File: config.mk
export PLATFORM = sky130hd
export DESIGN_NAME = radix_integer_to_digits_core
export DESIGN_NICKNAME = d
export VERILOG_FILES = /design/src/rtl/ritd_pkg.sv /design/src/rtl/ritd_ctrl.sv /design/src/rtl/ritd_dpath.sv /design/src/rtl/radix_integer_to_digits_core.sv
export VERILOG_INCLUDE_DIRS = /design/src /design/src/rtl
export SDC_FILE = /design/constraint.sdc
export NUM_CORES = 2
export LEC_CHECK = 0
export BUFFER_PORTS_ARGS = -buffer_cell sky130_fd_sc_hd__buf_2
export CAP_MARGIN = 40
export CELL_PAD_IN_SITES_DETAIL_PLACEMENT = 0
export CELL_PAD_IN_SITES_GLOBAL_PLACEMENT = 2
export CORE_UTILIZATION = 33
export CTS_CLUSTER_SIZE = 12
export DETAILED_ROUTE_END_ITERATION = 8
export PLACE_DENSITY_LB_ADDON = 0.1
export SYNTH_ARGS = -nofsm -noshare
export SYNTH_HDL_FRONTEND = slang
export SYNTH_SLANG_ARGS = --single-unit
File: constraint.sdc
create_clock -name clk -period 25.3 [get_ports clk]
set_input_delay 5.06 -clock clk [delete_from_list [all_inputs] [get_ports clk]]
set_output_delay 5.06 -clock clk [all_outputs]
set_load 0.005 [all_outputs]
File: src/rtl/radix_integer_to_digits_core_macros.svh
// Assertion macros for the radix integer to digits core.
// Included by the top level; depends on nothing else.
`ifndef RADIX_INTEGER_TO_DIGITS_CORE_MACROS_SVH
`define RADIX_INTEGER_TO_DIGITS_CORE_MACROS_SVH

// Same-cycle implication, checked outside reset
`define RITD_ASSERT_NOW(label, clk_s, rstn_s, ante, cons) \
    label: assert property (@(posedge clk_s) disable iff (!rstn_s) (ante) |-> (cons)) \
        else $error("ritd same-cycle check failed");

// Next-cycle implication, checked outside reset
`define RITD_ASSERT_NEXT(label, clk_s, rstn_s, ante, cons) \
    label: assert property (@(posedge clk_s) disable iff (!rstn_s) (ante) |=> (cons)) \
        else $error("ritd next-cycle check failed");

`endif

File: src/rtl/ritd_pkg.sv
// Shared constants, types and helpers for the radix integer to digits core.
// No dependencies; imported by every module of the block.
package ritd_pkg;

    // Value width and derived sizes
    localparam int VALUE_BITS = 31;
    localparam int IDX_W      = $clog2(VALUE_BITS);
    localparam int RADIX_W    = 6;
    localparam int PROD_W     = VALUE_BITS + RADIX_W;
    localparam int CNT_W      = 6;

    // Radix limits
    localparam logic [RADIX_W-1:0] RADIX_MIN   = 6'd2;
    localparam logic [RADIX_W-1:0] RADIX_MAX   = 6'd36;
    localparam logic [RADIX_W-1:0] RADIX_RESET = 6'd10;

    // ASCII mapping
    localparam logic [7:0] CHAR_ZERO = 8'h30;
    localparam logic [7:0] ALPHA_GAP = 8'd7;
    localparam logic [CNT_W-1:0] DEC_LIMIT = 6'd10;

    // Controller states, one-hot
    typedef enum logic [2:0] {
        ST_IDLE   = 3'b001,
        ST_SEARCH = 3'b010,
        ST_DIGIT  = 3'b100
    } ritd_state_t;

    // Controller to datapath commands
    typedef struct packed {
        logic load;   // take a new item
        logic grow;   // step to the next higher power
        logic sub;    // take one power off the remainder
        logic emit;   // send current digit, move one place down
    } ritd_cmd_t;

    // Datapath to controller status
    typedef struct packed {
        logic value_zero;  // input value is zero
        logic can_grow;    // next power still fits in the value
        logic rem_ge;      // remainder holds at least one more power
        logic idx_zero;    // current place is the units place
    } ritd_status_t;

    // Digit value to ASCII character
    function automatic logic [7:0] digit_to_char(input logic [CNT_W-1:0] d);
        logic [7:0] c;
        c = CHAR_ZERO + 8'(d);
        if (d >= DEC_LIMIT)
        begin
            c = c + ALPHA_GAP;
        end
        return c;
    endfunction

endpackage

File: src/rtl/ritd_ctrl.sv
// Sequencing state machine of the radix integer to digits core.
// Depends on ritd_pkg; drives the datapath through ritd_cmd_t.
module ritd_ctrl
    import ritd_pkg::*;
(
    input  logic         clk,
    input  logic         rst_n,
    input  logic         start,
    input  ritd_status_t status,
    output ritd_cmd_t    cmd,
    output logic         busy
);

    ritd_state_t state_reg;
    ritd_state_t state_next;

    // Next state and commands
    always_comb
    begin
        state_next = state_reg;
        cmd        = '0;
        unique case (state_reg)
            ST_IDLE:
            begin
                if (start)
                begin
                    cmd.load = 1'b1;
                    if (!status.value_zero)
                    begin
                        state_next = ST_SEARCH;
                    end
                end
            end
            ST_SEARCH:
            begin
                if (status.can_grow)
                begin
                    cmd.grow = 1'b1;
                end
                else
                begin
                    state_next = ST_DIGIT;
                end
            end
            ST_DIGIT:
            begin
                if (status.rem_ge)
                begin
                    cmd.sub = 1'b1;
                end
                else
                begin
                    cmd.emit = 1'b1;
                    if (status.idx_zero)
                    begin
                        state_next = ST_IDLE;
                    end
                end
            end
            default:
            begin
                state_next = ST_IDLE;
            end
        endcase
    end

    // State register
    always_ff @(posedge clk or negedge rst_n)
    begin
        if (!rst_n)
        begin
            state_reg <= ST_IDLE;
        end
        else
        begin
            state_reg <= state_next;
        end
    end

    assign busy = (state_reg != ST_IDLE);

endmodule

File: src/rtl/ritd_dpath.sv
// Datapath of the radix integer to digits core: radix register, power
// table, remainder and digit counters, result registers. Depends on ritd_pkg.
module ritd_dpath
    import ritd_pkg::*;
(
    input  logic                  clk,
    input  logic                  rst_n,
    input  logic [VALUE_BITS-1:0] value,
    input  logic                  radix_we,
    input  logic [RADIX_W-1:0]    radix_wdata,
    input  ritd_cmd_t             cmd,
    output ritd_status_t          status,
    output logic                  result_valid,
    output logic [7:0]            digit_char,
    output logic                  last_digit,
    output logic                  empty_res
);

    logic [RADIX_W-1:0]    radix_reg;
    logic [VALUE_BITS-1:0] rem_reg;
    logic [VALUE_BITS-1:0] pwr_reg;
    logic [IDX_W-1:0]      idx_reg;
    logic [CNT_W-1:0]      cnt_reg;
    logic                  result_valid_reg;
    logic [7:0]            digit_char_reg;
    logic                  last_digit_reg;
    logic                  empty_res_reg;
    logic [PROD_W-1:0]     prod;

    // Powers of the radix, entry k holds radix**k
    logic [VALUE_BITS-1:0] power_mem [VALUE_BITS];

    // Candidate next power
    assign prod = PROD_W'(pwr_reg) * PROD_W'(radix_reg);

    // Status to the controller
    assign status.value_zero = (value == '0);
    assign status.can_grow   = (prod <= PROD_W'(rem_reg));
    assign status.rem_ge     = (rem_reg >= pwr_reg);
    assign status.idx_zero   = (idx_reg == '0);

    // Radix register, clamped on write; result strobe
    always_ff @(posedge clk or negedge rst_n)
    begin
        if (!rst_n)
        begin
            radix_reg        <= RADIX_RESET;
            result_valid_reg <= 1'b0;
        end
        else
        begin
            if (radix_we)
            begin
                if (radix_wdata < RADIX_MIN)
                begin
                    radix_reg <= RADIX_MIN;
                end
                else if (radix_wdata > RADIX_MAX)
                begin
                    radix_reg <= RADIX_MAX;
                end
                else
                begin
                    radix_reg <= radix_wdata;
                end
            end
            result_valid_reg <= (cmd.load && status.value_zero) || cmd.emit;
        end
    end

    // Power table write and registered read
    always_ff @(posedge clk)
    begin
        if (cmd.load)
        begin
            power_mem[0] <= VALUE_BITS'(1);
        end
        else if (cmd.grow)
        begin
            power_mem[IDX_W'(idx_reg + 1'b1)] <= prod[VALUE_BITS-1:0];
        end
        if (cmd.emit)
        begin
            // no lower place after the units digit
            if (!status.idx_zero)
            begin
                pwr_reg <= power_mem[IDX_W'(idx_reg - 1'b1)];
            end
        end
        else if (cmd.load)
        begin
            pwr_reg <= VALUE_BITS'(1);
        end
        else if (cmd.grow)
        begin
            pwr_reg <= prod[VALUE_BITS-1:0];
        end
    end

    // Remainder, place index and digit counter
    always_ff @(posedge clk)
    begin
        if (cmd.load)
        begin
            rem_reg <= value;
            idx_reg <= '0;
            cnt_reg <= '0;
        end
        else if (cmd.grow)
        begin
            idx_reg <= idx_reg + 1'b1;
        end
        else if (cmd.sub)
        begin
            rem_reg <= rem_reg - pwr_reg;
            cnt_reg <= cnt_reg + 1'b1;
        end
        else if (cmd.emit)
        begin
            idx_reg <= idx_reg - 1'b1;
            cnt_reg <= '0;
        end
    end

    // Result payload
    always_ff @(posedge clk)
    begin
        if (cmd.load && status.value_zero)
        begin
            digit_char_reg <= '0;
            last_digit_reg <= 1'b1;
            empty_res_reg  <= 1'b1;
        end
        else if (cmd.emit)
        begin
            digit_char_reg <= digit_to_char(cnt_reg);
            last_digit_reg <= status.idx_zero;
            empty_res_reg  <= 1'b0;
        end
    end

    assign result_valid = result_valid_reg;
    assign digit_char   = digit_char_reg;
    assign last_digit   = last_digit_reg;
    assign empty_res    = empty_res_reg;

endmodule

File: src/rtl/radix_integer_to_digits_core.sv
// Top level of the radix integer to digits core.
// Depends on ritd_pkg, ritd_ctrl, ritd_dpath and the core macros header.
//
// Usage:
//   Write radix_wdata with radix_we high to set the base (2..36, values
//   outside clamp to the nearest limit); reset leaves base 10. Write it only
//   while busy is low and no digits are pending.
//   An item is taken at a clock edge with start high and busy low. Its
//   digits come out most significant first, one per result_valid pulse of
//   one cycle, with last_digit on the final one. A zero value gives a single
//   pulse with empty_res and last_digit set and digit_char zero.
//   Timing: a zero value is answered in the next cycle and busy stays low.
//   Otherwise busy stays high while the top place is found, stepping up
//   through the powers with the radix multiplier, then while each digit is
//   counted by subtract-and-compare, one subtraction per unit, and then sent.
//   Each digit appears the cycle after it is sent.
//   The receiver cannot stall; results must be taken as they appear.
//   Reset clears the state machine and strobe and sets base 10.
`include "radix_integer_to_digits_core_macros.svh"

module radix_integer_to_digits_core
    import ritd_pkg::*;
(
    input  logic                  clk,
    input  logic                  rst_n,
    input  logic                  start,
    output logic                  busy,
    input  logic [VALUE_BITS-1:0] value,
    input  logic                  radix_we,
    input  logic [RADIX_W-1:0]    radix_wdata,
    output logic                  result_valid,
    output logic [7:0]            digit_char,
    output logic                  last_digit,
    output logic                  empty_res
);

    ritd_cmd_t    cmd;
    ritd_status_t status;
    logic         item_accept;
    logic         empty_out;

    // Sequencer
    ritd_ctrl u_ctrl (
        .clk    (clk),
        .rst_n  (rst_n),
        .start  (start),
        .status (status),
        .cmd    (cmd),
        .busy   (busy)
    );

    // Arithmetic and result registers
    ritd_dpath u_dpath (
        .clk          (clk),
        .rst_n        (rst_n),
        .value        (value),
        .radix_we     (radix_we),
        .radix_wdata  (radix_wdata),
        .cmd          (cmd),
        .status       (status),
        .result_valid (result_valid),
        .digit_char   (digit_char),
        .last_digit   (last_digit),
        .empty_res    (empty_res)
    );

    // Check terms
    assign item_accept = start && !busy;
    assign empty_out   = result_valid && empty_res;

    // Checks
    `RITD_ASSERT_NOW(a_empty_is_last, clk, rst_n, empty_out, last_digit && (digit_char == '0))
    `RITD_ASSERT_NEXT(a_zero_answers, clk, rst_n, item_accept && (value == '0), empty_out && !busy)
    `RITD_ASSERT_NEXT(a_nonzero_busy, clk, rst_n, item_accept && (value != '0), busy)
    `RITD_ASSERT_NOW(a_more_digits_busy, clk, rst_n, result_valid && !last_digit, busy)

endmodule
; Word-level counts from Yosys, hierarchy flattened
; Memory sizes are Yosys's and may differ from the RTL's.
; Index checks and enable logic that the tools add are counted.
[op_classes]
bitwise = 1
n_mux = 36
n_eq_ne = 12
add_sub_neg = 6
reduce_logical = 14
magnitude_cmp = 5
mul = 1
[ops]
columns = cell, n
row1 = two-way mux 31 bit, 8
row2 = less-or-equal comparator 37 x 31 -> 1 bit, 1
row3 = multiplier 31 x 6 -> 37 bit, 1
row4 = greater-or-equal comparator 31 bit, 1
row5 = zero test 31 bit, 1
row6 = OR reduction 31 bit, 1
row7 = subtractor 31 bit, 1
row8 = two-way mux 6 bit, 4
row9 = two-way mux 5 bit, 4
row10 = two-way mux 3 bit, 5
row11 = two-way mux 1 bit, 12
row12 = "!= test 2 bit, second input constant", 6
row13 = case mux 3 bit (3 select lines), 1
row14 = "adder 8 x 3 -> 8 bit, second input constant", 1
row15 = two-way mux 8 bit, 1
row16 = AND reduction 2 bit, 4
row17 = "adder 6 x 6 -> 7 bit, first input constant", 1
row18 = "adder 6 x 1 -> 6 bit, second input constant", 1
row19 = "greater-or-equal comparator 6 x 4 -> 1 bit, second input constant", 1
row20 = "> comparator 6 bit, second input constant", 1
row21 = "< comparator 6 x 2 -> 1 bit, second input constant", 1
row22 = nonzero test 2 bit, 3
row23 = "adder 5 x 1 -> 5 bit, second input constant", 1
row24 = zero test 5 bit, 1
row25 = 12 further kinds, 13
[word_totals]
inputBits = 41
regBits = 93
out_inout_bits = 12
elab_cells = 86
mem_count = 1
mem_bits_rw = 961
[mem_list]
columns = name, words, width, rd, rd_ports_with_merged_regs, wr, line
row1 = u_dpath.power_mem, 31, 31, 1, 0, 1, ritd_dpath.sv:31  ; logic [VALUE_BITS-1:0] power_mem [VALUE_BITS];

; Logic depth before layout (Yosys ltp)
[depth]
depth_word = 9
mapped_depth = 32
ltp_nobuf = 29

; Modules after synthesis
; A second synthesis with hierarchy kept.
[hier_totals]
hier_cells = 2992
area_unflattened_um2 = 49368.6
[by_module_without_submodules]
columns = module, area_each_um2, seq_area_each_um2, instances, cells_each
row1 = ritd_dpath, 49175.9, 31317.5, 1, 2973
row2 = ritd_ctrl, 192.7, 76.3, 1, 19

; Least setup slack after synthesis
; No wires, ideal clock.
[synth_path]
kind = flip-flop to flip-flop
from = register u_dpath.radix_reg[0]
to = memory u_dpath.power_mem[4][0], enable pin
synth_period_minus_slack_ps = 10126
arrival_ps = 9629
n_path_buf = 1
stages_incl_launch_ff = 29
setup_ps = 497
setup_slack_ps = 15174
cell_sequence = dfrtp_1 -> clkinv_1 -> clkbuf_1 -> nor2_1 -> fa_1 -> fa_1 -> inv_1 -> fa_1 -> inv_1 -> ha_1 -> o211ai_1 -> a21oi_1 -> o21ai_0 -> o21ai_2 -> a21oi_1 -> o221ai_1 -> o41ai_1 -> o31ai_1 -> xnor2_1 -> inv_1 -> ha_1 -> nand2_1 -> or4_1 -> nor4_1 -> a41o_1 -> nand2_1 -> a2111oi_4 -> nand2_4 -> nor4_1
[synth_via]
elab_chain_cells = 9
word_cells_on_any_way = 10
cone_classes = mul: 1 / order compare: 1 / mux: 7 / reduce/logical: 1
[synth_rtl]
columns = element, line
row1 = start: declaration, ritd_dpath.sv:19  ; logic [RADIX_W-1:0] radix_reg;
row2 = start signal: assignment, ritd_dpath.sv:64  ; radix_reg <= radix_wdata;
row3 = multiplier 31 x 6 -> 37 bit *, ritd_dpath.sv:34  ; assign prod = PROD_W'(pwr_reg) * PROD_W'(radix_reg);
row4 = less-or-equal comparator 37 x 31 -> 1 bit *, ritd_dpath.sv:38  ; assign status.can_grow = (prod <= PROD_W'(rem_reg));
row5 = two-way mux 1 bit *, ritd_ctrl.sv:36  ; if (status.can_grow)
row6 = two-way mux 1 bit *, ritd_ctrl.sv:22  ; unique case (state_reg)
row7 = two-way mux 1 bit *, ritd_dpath.sv:78  ; else if (cmd.grow)
row8 = two-way mux 1 bit *, ritd_dpath.sv:74  ; if (cmd.load)
row9 = two-way mux 1 bit (implied by the code) *, ritd_dpath.sv:80  ; power_mem[IDX_W'(idx_reg + 1'b1)] <= prod[VALUE_BITS-1:0];
row10 = OR reduction 31 bit (no source line), -
row11 = two-way mux 5 bit (no source line) or two-way mux 1 bit (tied branches), -
row12 = end: declaration, ritd_dpath.sv:31
; Every way passes the cells marked *; elsewhere a longest branch is shown, timed or not.

; Final worst setup path
[layout_path]
from = register u_dpath.radix_reg[1]
to = memory u_dpath.power_mem[13][23], enable pin
; Same word-level chain as after synthesis.

==> impl_metrics.env <==
export IMPL_fin_nets=3494
export IMPL_fp_dieArea_um2=151000
export IMPL_cts_tree="built"
export IMPL_synthCells=3080
export IMPL_setup_viol_count_final=0
export IMPL_cts_root_buffer="clkbuf_16"
export IMPL_synth_ff_type="edfxtp_1"
export IMPL_vias=27500
export IMPL_wl_met2_um=67900
export IMPL_end_kind="register"
export IMPL_cts_htree_levels=3
export IMPL_antenna_found_initial=10
export IMPL_synthesis_nets=3355
export IMPL_reg2reg_depth=28
export IMPL_slew_viol_final=0
export IMPL_row_count=141
export IMPL_die_x_um=388
export IMPL_drtIter0Drc=2006
export IMPL_r2r_slack_ns=15.61
export IMPL_ys_warn_count=0
export IMPL_hp_class="register to register"
export IMPL_critical_path_class="register to register"
export IMPL_reg2reg_from="u_dpath.radix_reg[1]$_DFFE_PN1P_"
export IMPL_synth_top_cell_area_share=0.625
export IMPL_cp_start_kind="register"
export IMPL_wire_per_inst_um=27.2
export IMPL_fin_setup_tns_ns=0
export IMPL_seqCellArea_um2=31400
export IMPL_portBuffers=52
export IMPL_gr_total_overflow=0
export IMPL_multi_input_area_um2=16700
export IMPL_ctsResizeCount=0
export IMPL_nFillCells=13800
export IMPL_period_minus_slack_ns=9.69
export IMPL_whs_endpoint="u_dpath.digit_char[7]$_SDFFE_PP0P_"
export IMPL_synth_area_leader_cell="edfxtp_1"
export IMPL_hold_start="u_dpath.digit_char[7]$_SDFFE_PP0P_"
export IMPL_cap_violations=0
export IMPL_initial_core_util=0.332
export IMPL_fin_crit_sh=0.383
export IMPL_drive_gt1_frac=0.199
export IMPL_viasPerCell=5.23
export IMPL_cts_buffer_depth=3
export IMPL_die_h_um=388
export IMPL_grt_pass1_wl_um=209000
export IMPL_path_clk_slew_ns=0.06
export IMPL_syn_area_um2=49200
export IMPL_slowest_delay_ns=0.93
export IMPL_fmax_ghz=0.103
export IMPL_wirelength_um=143000
export IMPL_insertion_delay_ns=0.76
export IMPL_route_detailed_drc=0
export IMPL_grt_max_degree=93
export IMPL_routedLengthMet1_um=65900
export IMPL_cts_buffers=117
export IMPL_ys_ff_latch=1054
export IMPL_clock_skew_ns=0.0697
export IMPL_num_io_pins=53
export IMPL_hpwl_um=89600
export IMPL_worstPathMaxFanout=32
export IMPL_synth_yosys_seq_area_share=0.639
export IMPL_cts_sinks=1054
export IMPL_ant_nets=0
export IMPL_core_um2=148000
export IMPL_worst_pin_slew_ns=1.01
export IMPL_area_delta_synth_final_pct=14.5
export IMPL_place_congestion=0.804
export IMPL_r2r_end="u_dpath.power_mem[13][23]$_DFFE_PP_"
export IMPL_largest_reg_flops=961
export IMPL_yosysUniqueCellTypes=76
export IMPL_synthTopCellsByArea="edfxtp_1, mux4_2, fa_1"
export IMPL_grt_total_usage=0.191
export IMPL_synth_async_reset_ratio=0.00949
export IMPL_holdBufCountCts=0
export IMPL_cp_slowest_cell="dfstp_2"
export IMPL_route_met3_wl_um=5490
export IMPL_synth_edf_count=1023
export IMPL_syn_avg_cell_area_um2=16.0
export IMPL_relSlewSlack=0.324
export IMPL_holdPathStages=2
export IMPL_postCtsSetupRepairBufs=0
export IMPL_top_layer_used="met5"
export IMPL_hold_viol_final=0
export IMPL_grt_pass1_vias=29000
export IMPL_rsz0062_at_grt="no"
export IMPL_required_ns=25.67
export IMPL_status="complete, no violations"
export IMPL_first_pass_iters=7
export IMPL_cp_arrival_ns=10.06
per-layer routing:
metal  GRT usage  vias up
met4      0.0484        2
met2       0.308      561
met3      0.0268      179
li1            -    12100
met1       0.270    14600
met5           0        -
cells by family (layout without fill, tap and decap cells):
logic type	count (synthesis)	after routing	share of synthesized area
muxes	289	289	0.122
other	0	3	0
AOI/OAI and AO/OA	427	427	0.0567
xor gates and xnor gates	72	72	0.0128
DFF	1054	1054	0.639
adders and majority gates	235	235	0.0778
buffers and inverters	361	594	0.0287
and+or+nand+nor	642	642	0.0630
critical path: cells and delay by family, from the launching register on:
kind            cells  cell delay (ns)
simple gates        7             2.43
compound gates     10             2.43
fa+ha+maj           5             2.12
buf+inv             5             1.07
flops               1             0.93
xor+xnor            1             0.31
metrics by stage:
stage	cell area (um2)	hold WS (ns)	instances	worst slack [ns]	util
global route	56300	0.479	5243	14.87	0.381
CTS	56300	0.454	5242	15.55	0.381
global placement	52300	0.427	5002	15.45	0.354
finish	56300	0.449	5246	15.61	0.381
floorplan	49200	0.448	3080	15.17	-
detailed placement	52600	0.439	5029	15.55	0.356
synth_stat cells (21+ instances only):
cell type	number
a211oi_1	71
a21oi_1	121
buf_1	22
mux2i_1	37
xnor2_1	39
a21o_1	26
dfxtp_1	21
fa_1	118
nand3_1	47
inv_1	205
nor3_1	44
nor2_1	148
clkbuf_1	110
and2_1	124
ha_1	116
a311oi_1	31
edfxtp_1	1023
nand2_1	191
and3_1	24
o21ai_0	76
xor2_1	33
mux4_2	249
cell type report:
| type | instances | area share |
|---|---|---|
| flip-flops and latches | 1054 | 0.558 |
| multi-input cells | 1665 | 0.296 |
| clock buffers | 137 | 0.0535 |
| well taps | 1930 | 0.0429 |
| repair buffers | 175 | 0.0243 |
| inverters | 206 | 0.0137 |
| clock inverters | 76 | 0.0113 |
| diodes | 3 | 0.000133 |
placed cells by master (no fill, tap or decap), types with 36 or more instances in the layout:
cell	netlist	routed
clkinv_1	1	39
nand3_1	47	47
inv_1	205	205
mux2i_1	37	37
a211oi_1	71	71
buf_4	1	96
o21ai_0	76	76
a21oi_1	121	121
fa_1	118	118
xnor2_1	39	36
ha_1	116	115
mux4_2	249	249
nor2_1	148	138
clkbuf_16	0	117
buf_2	18	60
edfxtp_1	1023	1023
and2_1	124	123
nand2_1	191	190
worst max-delay path by stage:
stage | startpoint | endpoint | slack (ns) | cells past startpoint
finish | u_dpath.radix_reg[1]$_DFFE_PN1P_ | u_dpath.power_mem[13][23]$_DFFE_PP_ | 15.61 | 28
global route | u_dpath.radix_reg[1]$_DFFE_PN1P_ | u_dpath.power_mem[13][27]$_DFFE_PP_ | 14.87 | 28
CTS | u_dpath.radix_reg[1]$_DFFE_PN1P_ | u_dpath.power_mem[13][27]$_DFFE_PP_ | 15.55 | 28
detailed placement | u_dpath.radix_reg[1]$_DFFE_PN1P_ | u_dpath.power_mem[13][25]$_DFFE_PP_ | 15.55 | 28
global placement | u_dpath.radix_reg[1]$_DFFE_PN1P_ | u_dpath.power_mem[1][25]$_DFFE_PP_ | 15.45 | 27
floorplan | u_dpath.radix_reg[0]$_DFFE_PN0P_ | u_dpath.power_mem[4][0]$_DFFE_PP_ | 15.17 | 28
Power is left out: the tool's default activity adds up to more than one toggle a clock period on the data nets, which glitch-free logic cannot reach.
